<file path="config.mk">
export PLATFORM = sky130hd
export DESIGN_NAME = keypad_code_lock_controller
export DESIGN_NICKNAME = d
export VERILOG_FILES = /design/src/sv/kcl_pkg.sv /design/src/sv/keypad_code_lock_controller.sv
export SDC_FILE = /design/constraint.sdc
export NUM_CORES = 1
export LEC_CHECK = 0
export ABC_CLOCK_PERIOD_IN_PS = 7500
export BUFFER_PORTS_ARGS = -buffer_cell sky130_fd_sc_hd__buf_2
export CAP_MARGIN = 15
export CORE_ASPECT_RATIO = 0.5
export CORE_MARGIN = 2
export CORE_UTILIZATION = 65
export CTS_CLUSTER_SIZE = 16
export DETAILED_ROUTE_END_ITERATION = 16
export PLACE_DENSITY = 0.83
export SLEW_MARGIN = 20
export SYNTH_ARGS = -nofsm -noshare
export SYNTH_HDL_FRONTEND = slang
export SYNTH_SLANG_ARGS = --single-unit
</file>
<file path="constraint.sdc">
create_clock -name clk -period 7.5 [get_ports clk]
set_input_delay 1.125 -clock clk [delete_from_list [all_inputs] [get_ports clk]]
set_output_delay 1.125 -clock clk [all_outputs]
set_load 0.01 [all_outputs]
</file>
<file path="src/sv/kcl_pkg.sv">
// kcl_pkg: shared types and constants for the keypad code lock controller
// transaction structs, key codes, message codes and mode encoding
// no dependencies
`timescale 1ns / 1ps

package kcl_pkg;

  localparam int KCL_CODE_LENGTH = 4;

  localparam logic [7:0] KEY_NONE = 8'hFF;
  localparam logic [7:0] KEY_A    = 8'h41;
  localparam logic [7:0] KEY_B    = 8'h42;
  localparam logic [7:0] KEY_C    = 8'h43;
  localparam logic [7:0] KEY_D    = 8'h44;
  localparam logic [7:0] KEY_ZERO = 8'h30;

  localparam logic [3:0] FAIL_LIMIT_RST = 4'd5;
  localparam logic [3:0] HOLD_TICKS_RST = 4'd5;
  localparam logic [3:0] HOLD_MAX       = 4'd15;

  localparam logic [1:0] CFG_FAIL_LIMIT = 2'd0;
  localparam logic [1:0] CFG_HOLD_TICKS = 2'd1;

  localparam logic [3:0] MSG_NONE         = 4'd0;
  localparam logic [3:0] MSG_ENTER_CODE   = 4'd1;
  localparam logic [3:0] MSG_ALREADY_OPEN = 4'd2;
  localparam logic [3:0] MSG_ALREADY_SHUT = 4'd3;
  localparam logic [3:0] MSG_UNLOCKED     = 4'd4;
  localparam logic [3:0] MSG_LOCKED       = 4'd5;
  localparam logic [3:0] MSG_WRONG        = 4'd6;
  localparam logic [3:0] MSG_RESET_CHOICE = 4'd7;
  localparam logic [3:0] MSG_ENTER_OLD    = 4'd8;
  localparam logic [3:0] MSG_ENTER_NEW    = 4'd9;
  localparam logic [3:0] MSG_ZERO_REFUSED = 4'd10;
  localparam logic [3:0] MSG_CHANGED      = 4'd11;

  typedef enum logic [7:0] {
    MODE_IDLE         = 8'b0000_0001,
    MODE_ENTER_CODE   = 8'b0000_0010,
    MODE_CODE_CONFIRM = 8'b0000_0100,
    MODE_RESET_CHOICE = 8'b0000_1000,
    MODE_ENTER_OLD    = 8'b0001_0000,
    MODE_OLD_CONFIRM  = 8'b0010_0000,
    MODE_ENTER_NEW    = 8'b0100_0000,
    MODE_NEW_CONFIRM  = 8'b1000_0000
  } kcl_mode_t;

  typedef struct packed {
    logic       req_type;
    logic [7:0] key_code;
    logic       btn_held;
  } kcl_in_t;

  typedef struct packed {
    logic       lock_open;
    logic       buzzer_on;
    logic       alarm_pulse;
    logic [3:0] message;
    logic       echo_valid;
    logic [7:0] echo_key;
  } kcl_out_t;

endpackage

</file>
<file path="src/sv/keypad_code_lock_controller.sv">
// keypad_code_lock_controller: keypad code lock with code change and failure alarm
// depends on kcl_pkg for transaction structs, key and message codes
//
//   channel | ports                              | payload
//   input   | in_valid, in_ready, in_data        | kcl_in_t: req_type, key_code, btn_held
//   result  | out_valid, out_ready, out_data     | kcl_out_t: one result per input transaction
//   config  | cfg_valid, cfg_ready, cfg_index    | cfg_data: 4-bit register value
//
// one transaction per cycle sustained while out_ready stays high; input register, then result register
// all state updates for a transaction happen in the cycle it leaves the input register
// a stalled result holds the input register, which in turn drops in_ready
// cfg_ready is always high; indexes beyond the register list are ignored
// synchronous active-low reset: lock open, mode idle, stored code all '0'
`timescale 1ns / 1ps

module keypad_code_lock_controller
  import kcl_pkg::*;
#(
  parameter int CODE_LENGTH = KCL_CODE_LENGTH
) (
  input  logic       clk,
  input  logic       rst_n,
  input  logic       in_valid,
  output logic       in_ready,
  input  kcl_in_t    in_data,
  output logic       out_valid,
  input  logic       out_ready,
  output kcl_out_t   out_data,
  input  logic       cfg_valid,
  output logic       cfg_ready,
  input  logic [1:0] cfg_index,
  input  logic [3:0] cfg_data
);

  localparam int IDX_W = (CODE_LENGTH > 1) ? $clog2(CODE_LENGTH) : 1;

  logic             s1_valid_r;
  kcl_in_t          s1_data_r;
  logic             s1_fire;
  logic             out_valid_r;
  kcl_out_t         out_data_r;

  logic [3:0]       fail_limit_r;
  logic [3:0]       hold_ticks_r;

  logic [7:0]       stored_code_r [CODE_LENGTH];
  logic [7:0]       stored_code_nxt [CODE_LENGTH];
  logic [7:0]       entry_buf_r [CODE_LENGTH];
  logic [7:0]       entry_buf_nxt [CODE_LENGTH];
  logic [7:0]       entry_buf_wr [CODE_LENGTH];
  logic [IDX_W-1:0] digit_idx_r;
  logic [IDX_W-1:0] digit_idx_nxt;
  logic             lock_r;
  logic             lock_nxt;
  kcl_mode_t        mode_r;
  kcl_mode_t        mode_nxt;
  logic             pending_r;
  logic             pending_nxt;
  logic [3:0]       fail_count_r;
  logic [3:0]       fail_count_nxt;
  logic [3:0]       hold_count_r;
  logic [3:0]       hold_count_nxt;

  logic             is_tick;
  logic             held;
  logic             is_key;
  logic [7:0]       key;
  logic             buf_full;
  logic             code_match;
  logic             code_zero;
  logic             take_digit;
  logic             fail_evt;
  logic [3:0]       hold_inc;
  logic [3:0]       fail_inc;
  kcl_out_t         res;

  assign s1_fire   = s1_valid_r && (!out_valid_r || out_ready);
  assign in_ready  = !s1_valid_r || s1_fire;
  assign out_valid = out_valid_r;
  assign out_data  = out_data_r;
  assign cfg_ready = 1'b1;

  always_comb begin
    is_tick  = s1_data_r.req_type;
    key      = s1_data_r.key_code;
    held     = s1_data_r.btn_held;
    is_key   = !is_tick && (key != KEY_NONE);
    buf_full = (digit_idx_r == IDX_W'(CODE_LENGTH - 1));
    for (int i = 0; i < CODE_LENGTH; i++) begin
      entry_buf_wr[i] = (digit_idx_r == IDX_W'(i)) ? key : entry_buf_r[i];
    end
    code_match = 1'b1;
    code_zero  = 1'b1;
    for (int i = 0; i < CODE_LENGTH; i++) begin
      if (entry_buf_wr[i] != stored_code_r[i]) begin
        code_match = 1'b0;
      end
      if (entry_buf_wr[i] != KEY_ZERO) begin
        code_zero = 1'b0;
      end
    end
    hold_inc = (hold_count_r != HOLD_MAX) ? hold_count_r + 4'd1 : hold_count_r;
    fail_inc = fail_count_r + 4'd1;

    mode_nxt       = mode_r;
    lock_nxt       = lock_r;
    pending_nxt    = pending_r;
    fail_count_nxt = fail_count_r;
    hold_count_nxt = hold_count_r;
    digit_idx_nxt  = digit_idx_r;
    stored_code_nxt = stored_code_r;
    take_digit     = 1'b0;
    fail_evt       = 1'b0;
    res            = '0;

    case (mode_r)
      MODE_IDLE: begin
        if (held) begin
          res.buzzer_on = 1'b1;
          if (is_tick) begin
            hold_count_nxt = hold_inc;
            if (hold_inc >= hold_ticks_r) begin
              hold_count_nxt = '0;
              res.buzzer_on  = 1'b0;
              res.message    = MSG_RESET_CHOICE;
              mode_nxt       = MODE_RESET_CHOICE;
            end
          end
        end else begin
          hold_count_nxt = '0;
          if (is_key && key == KEY_C) begin
            if (lock_r) begin
              res.message = MSG_ALREADY_OPEN;
            end else begin
              pending_nxt   = 1'b1;
              digit_idx_nxt = '0;
              res.message   = MSG_ENTER_CODE;
              mode_nxt      = MODE_ENTER_CODE;
            end
          end else if (is_key && key == KEY_D) begin
            if (!lock_r) begin
              res.message = MSG_ALREADY_SHUT;
            end else begin
              pending_nxt   = 1'b0;
              digit_idx_nxt = '0;
              res.message   = MSG_ENTER_CODE;
              mode_nxt      = MODE_ENTER_CODE;
            end
          end
        end
      end
      MODE_ENTER_CODE: begin
        take_digit = is_key;
        if (is_key && buf_full) begin
          if (code_match) begin
            mode_nxt = MODE_CODE_CONFIRM;
          end else begin
            fail_evt = 1'b1;
          end
        end
      end
      MODE_CODE_CONFIRM: begin
        if (is_key && key == KEY_A) begin
          fail_count_nxt = '0;
          lock_nxt       = pending_r;
          res.message    = pending_r ? MSG_UNLOCKED : MSG_LOCKED;
          mode_nxt       = MODE_IDLE;
        end
      end
      MODE_RESET_CHOICE: begin
        if (is_key && key == KEY_A) begin
          digit_idx_nxt = '0;
          res.message   = MSG_ENTER_OLD;
          mode_nxt      = MODE_ENTER_OLD;
        end else if (is_key && key == KEY_B) begin
          mode_nxt = MODE_IDLE;
        end
      end
      MODE_ENTER_OLD: begin
        take_digit = is_key;
        if (is_key && buf_full) begin
          if (code_match) begin
            mode_nxt = MODE_OLD_CONFIRM;
          end else begin
            fail_evt = 1'b1;
          end
        end
      end
      MODE_OLD_CONFIRM: begin
        if (is_key && key == KEY_A) begin
          fail_count_nxt = '0;
          digit_idx_nxt  = '0;
          res.message    = MSG_ENTER_NEW;
          mode_nxt       = MODE_ENTER_NEW;
        end
      end
      MODE_ENTER_NEW: begin
        take_digit = is_key;
        if (is_key && buf_full) begin
          if (code_zero) begin
            res.message = MSG_ZERO_REFUSED;
          end else begin
            mode_nxt = MODE_NEW_CONFIRM;
          end
        end
      end
      MODE_NEW_CONFIRM: begin
        if (is_key && key == KEY_A) begin
          stored_code_nxt = entry_buf_r;
          res.message     = MSG_CHANGED;
          mode_nxt        = MODE_IDLE;
        end
      end
      default: begin
        mode_nxt = MODE_IDLE;
      end
    endcase

    if (take_digit) begin
      entry_buf_nxt  = entry_buf_wr;
      digit_idx_nxt  = buf_full ? '0 : digit_idx_r + IDX_W'(1);
      res.echo_valid = 1'b1;
      res.echo_key   = key;
    end else begin
      entry_buf_nxt = entry_buf_r;
    end

    if (fail_evt) begin
      if (fail_count_r < fail_limit_r) begin
        fail_count_nxt  = fail_inc;
        res.alarm_pulse = (fail_inc == fail_limit_r);
      end
      res.message = MSG_WRONG;
      mode_nxt    = MODE_IDLE;
    end

    res.lock_open = lock_nxt;
  end

  always_ff @(posedge clk) begin
    if (!rst_n) begin
      s1_valid_r   <= 1'b0;
      out_valid_r  <= 1'b0;
      fail_limit_r <= FAIL_LIMIT_RST;
      hold_ticks_r <= HOLD_TICKS_RST;
      for (int i = 0; i < CODE_LENGTH; i++) begin
        stored_code_r[i] <= KEY_ZERO;
      end
      digit_idx_r  <= '0;
      lock_r       <= 1'b1;
      mode_r       <= MODE_IDLE;
      pending_r    <= 1'b0;
      fail_count_r <= '0;
      hold_count_r <= '0;
    end else begin
      if (in_ready) begin
        s1_valid_r <= in_valid;
      end
      if (s1_fire) begin
        out_valid_r   <= 1'b1;
        stored_code_r <= stored_code_nxt;
        digit_idx_r   <= digit_idx_nxt;
        lock_r        <= lock_nxt;
        mode_r        <= mode_nxt;
        pending_r     <= pending_nxt;
        fail_count_r  <= fail_count_nxt;
        hold_count_r  <= hold_count_nxt;
      end else if (out_ready) begin
        out_valid_r <= 1'b0;
      end
      if (cfg_valid && cfg_ready) begin
        case (cfg_index)
          CFG_FAIL_LIMIT: fail_limit_r <= cfg_data;
          CFG_HOLD_TICKS: hold_ticks_r <= cfg_data;
          default: ;
        endcase
      end
    end
  end

  // payload registers
  always_ff @(posedge clk) begin
    if (in_ready && in_valid) begin
      s1_data_r <= in_data;
    end
    if (s1_fire) begin
      out_data_r  <= res;
      entry_buf_r <= entry_buf_nxt;
    end
  end

  // lock level changes only with an unlocked or locked message
  a_lock_msg: assert property (@(posedge clk) disable iff (!rst_n)
    s1_fire && (lock_nxt != lock_r) |=>
      (out_data_r.message == MSG_UNLOCKED || out_data_r.message == MSG_LOCKED))
    else $error("lock changed without unlock or lock message");

  // alarm only comes with a wrong-code result
  a_alarm_wrong: assert property (@(posedge clk) disable iff (!rst_n)
    out_valid_r && out_data_r.alarm_pulse |-> out_data_r.message == MSG_WRONG)
    else $error("alarm pulse without wrong-code message");

  // failure count never passes the limit through a failure
  a_fail_bound: assert property (@(posedge clk) disable iff (!rst_n)
    s1_fire && fail_evt && (fail_count_r < fail_limit_r) |=>
      fail_count_r <= fail_limit_r)
    else $error("failure count overran limit");

  // buzzer only sounds in idle with no message
  a_buzzer_quiet: assert property (@(posedge clk) disable iff (!rst_n)
    out_valid_r && out_data_r.buzzer_on |->
      (out_data_r.message == MSG_NONE && !out_data_r.echo_valid))
    else $error("buzzer on together with message or echo");

endmodule
</file>
# Yosys cells after proc, flatten, opt, wreduce, memory -nomap -nowiden
# Index checks and enable logic that the tools add are counted.
# totals
register_bits	120
latch_bits	0
ram_bits	0
romBits	0
input_bits	21
out_inout_bits	19
word_cells	193
mem_count	0
# op_classes
add_sub_neg	3
mul	0
div_mod_pow	0
n_lt_le_gt_ge	2
n_eq_ne	48
shifts	0
n_mux	78
bitwise	1
reduce_logical	34
# op_table
op	count
$mux 8	22
$mux 4	15
$pmux 8 s7	1
$eq 8x7->1 const B	5
$ne 8x6->1 const B	4
$ne 8x8->1	4
$ne 4x4->1 const B	7
$ne 3x3->1 const B	8
$pmux 4 s6	1
$mux 1	23
$mux 2	11
$ne 5x5->1 const B	3
$reduce_and 15->1	1
$reduce_and 2->1	5
$mux 3	3
$mux 9	1
$add 4x1->4 const B	2
$eq 8x1->1 const B	1
$eq 8x2->1 const B	1
$eq 8x3->1 const B	1
$eq 8x4->1 const B	1
$eq 8x5->1 const B	1
$eq 8x6->1 const B	1
$eq 8x8->1 const B	1
other kinds (23)	43

# Longest topological paths before layout
# logic_depth
word_depth	12
mapped_depth	11
depth_no_buf	11

# Least setup slack after synthesis
# Ideal clock, no wire load.
# synth_timing
path_type	input-to-reg
from	input port out_ready
to	register digit_idx_r[1]
setup_time_ns	0.075
t_arrival_ns	4.339
slack_ns	3.086
cell_stages	6
n_path_buf	1
path_cell_list	nor2b_1 > nand2b_1 > clkbuf_1 > nor3_1 > a22oi_1 > nor2_1
# synth_between
elab_chain_cells	3
# synth_lines
item	line_no	text
start: declaration	keypad_code_lock_controller.sv:27	input logic out_ready,
$logic_or 1x1->1	keypad_code_lock_controller.sv:77	assign s1_fire = s1_valid_r && (!out_valid_r || out_ready);
$logic_and 1x1->1	keypad_code_lock_controller.sv:77	
$reduce_and 7->1 (no line)	n/a	
end signal: assignment	keypad_code_lock_controller.sv:262	digit_idx_r <= digit_idx_nxt;
end: declaration	keypad_code_lock_controller.sv:51	logic [IDX_W-1:0] digit_idx_r;
# Every way passes these cells.
# A chain may end at the register's enable or synchronous reset.

==> flow_metrics.tcl <==
set metrics [dict create \
    max-cap-violations 0 \
    setup_viol 0 \
    setup_tns_ps 0 \
    io_buffers 38 \
    wirelength_um 14100 \
    dieWidth_um 142 \
    worstMarginPinSlew_ps 802 \
    fin_crit_sh_pct 44.0 \
    worst_setup_path_end_kind "register" \
    grt_use_total_pct 28.8 \
    post-route-min-period_ps 3300 \
    yosys_warnings 0 \
    synth_seq_cells 120 \
    nets 670 \
    dp_hpwl_um 9030 \
    cts_tree "yes" \
    power_density_nw_per_um2 232 \
    ys_seq_area_share_pct 48.3 \
    postCtsHoldBufs 0 \
    criticalPathCategory "register to register" \
    synth_fp_nets 639 \
    fin_area_um2 6980 \
    vias_per_cell 6.16 \
    min_path_cells 2 \
    cp-start-kind "register" \
    rr_startpoint "digit_idx_r[0]" \
    final_max_slew_viol_count 0 \
    synth_top_area_share_pct 28.2 \
    path_max_fanout 13 \
    clock_sinks 120 \
    grt_max_degree 35 \
    hold_class "register to register" \
    ff2ff_path_depth 8 \
    wl_per_cell_um 18.3 \
    synth.most_common_cell "nand2_1" \
    vdd_drop_max_v 0.000131 \
    cts.repair.resized 0 \
    path_clk_slew_ps 60 \
    die_area_um2 10400 \
    cts_root_buffer "clkbuf_16" \
    rsz0062_at_grt "false" \
    clk-insertion-delay-late_ps 410 \
    fin_util_pct 74.6 \
    drtIter0Drc 423 \
    leakage_nw 2.50 \
    hold_viol_final 0 \
    synth-edff-count 58 \
    post_cts_buffers 0 \
    status "completed" \
    finClkSkew_ps 7.84 \
    synth_area_leaders "edfxtp_1 28%, dfxtp_1 20%, nand2_1 4.8%" \
    crit_slowest_cell "ha_1" \
    final_layout_size_suffix_gt1_share_pct 19.3 \
    endpoint "fail_count_r[2]" \
    rows 25 \
    worstPathRequired_ps 7810 \
    clock_path_buffers 2 \
    max_freq_mhz 303 \
    total_power_mw 1.62 \
    grt-ovfl-total 0 \
    dr.pass1.iters 5 \
    core_um2 9350 \
    critPathMaxStageDelay_ps 650 \
    syn_area_per_cell_um2 10.2 \
    critPathLaunch "digit_idx_r[0]" \
    pin_count 40 \
    h-tree-depth 4 \
    grt_pass1_wl_um 22900 \
    placement.cell_area_um2 6360 \
    synth_cell_types 70 \
    antenna_found_initial 0 \
    syn_area_um2 6180 \
    initial_utilization_pct 66.1 \
    die_h_um 73.0 \
    syn_inst 604 \
    gp_congestion 0.870 \
    async_reset_ff_share_pct 0 \
    yosys.area.top_type "edfxtp_1" \
    r2r_end "fail_count_r[2]" \
    ant_nets 0 \
    path_cells "ha_1, mux2_2, xor2_1, nor4_1, nand4_1, o21ai_1, o21ai_0, a31o_1" \
    areaGrowthSynthToFinish_pct 12.9 \
    crit_arrival_ps 3610 \
    slew-limit-headroom_pct 46.5 \
    grt_pass1_vias 4567 \
    synth_top_cells_by_count "79 x nand2_1, 62 x dfxtp_1, 58 x edfxtp_1" \
    antennaDiodeCount 0 \
    vias 4739 \
    drc 0 \
    ys.flop_type "dfxtp_1" \
    r2r_setup_slack_ps 4200 \
    cts_buffers 17 \
]
==> critical path: cells and delay by family (launching register included) <==
family | cells | cell delay (ps)
simple gates | 2 | 860
compound gates | 3 | 700
fa+ha+maj | 1 | 650
mux | 1 | 430
flops | 1 | 400
xor+xnor | 1 | 150
==> routing by layer <==
metal | GRT usage, % | wire (um)
met4 | 12.8 | 276
met5 | 0 | 0
met1 | 37.9 | 6070
met2 | 47.1 | 6510
met3 | 6.04 | 1200
==> placed cells by master (no fill, tap or decap), types with 12 or more instances in the layout <==
cell	synthesis	final
inv_1	30	30
nor4_1	15	15
mux2i_1	13	13
nor2_1	40	40
o21ai_0	12	12
edfxtp_1	58	58
clkbuf_16	0	17
xor2_1	26	26
nand3_1	19	19
dfxtp_1	62	62
ha_1	14	14
mux2_2	19	19
buf_2	7	38
xnor2_1	15	15
a21oi_1	38	38
nand2_1	79	79
==> worst min path at each step <==
stage / startpoint / endpoint / slack [ps]
floorplan: stored_code_r[0] / stored_code_r[0] / 450
global placement: stored_code_r[19] / stored_code_r[19] / 450
detailed placement: stored_code_r[0] / stored_code_r[0] / 460
CTS: stored_code_r[23] / stored_code_r[23] / 470
global route: stored_code_r[23] / stored_code_r[23] / 490
finish: stored_code_r[25] / stored_code_r[25] / 470
==> through the flow <==
stage	setup WS (ps)	std cells	hold slack, ps
2_1_floorplan	3090	604	448
3_3_place_gp	4260	737	453
3_5_place_dp	4160	737	459
4_1_cts	4320	769	467
5_1_grt	3990	769	490
6_report	4200	769	467
==> where the power goes <==
group          switching [mW]  leakage, nW  internal, mW  total, mW
sequential             0.0150        0.982         0.695      0.710
combinational          0.0380         1.23        0.0231     0.0611
clock                   0.307        0.289         0.543      0.850
total                   0.360         2.50          1.26       1.62
==> state kept, by name, summed over array words and instances, names as in the netlist, 2 cells and up <==
signal	count
out_data	16
hold_count_r	4
entry_buf_r	32
mode_r	8
fail_count_r	4
hold_ticks_r	4
stored_code_r	32
digit_idx_r	2
key	8
fail_limit_r	4
==> logic make-up (layout without fill, tap and decap cells) <==
logic type	after synthesis	count (layout)	share of synthesized area, %
DFF	120	120	48.3
AOI/OAI and AO/OA	95	95	9.82
xor gates and xnor gates	41	41	5.81
adders and majority gates	14	14	2.83
other	1	1	0.0607
buffers and inverters	62	106	5.18
muxes	43	43	8.30
and+or+nand+nor	228	228	19.7
==> area by class of cell <==
class | count | area [um^2]
Multi-Input combinational cell | 422 | 2880
Sequential cell | 120 | 2980
Inverter | 32 | 120
Fill cell | 618 | 2370
Clock inverter | 13 | 168
Timing Repair Buffer | 42 | 220
Tap cell | 121 | 151
Clock buffer | 19 | 453
Note: power is estimated with default switching activity, not from simulation.
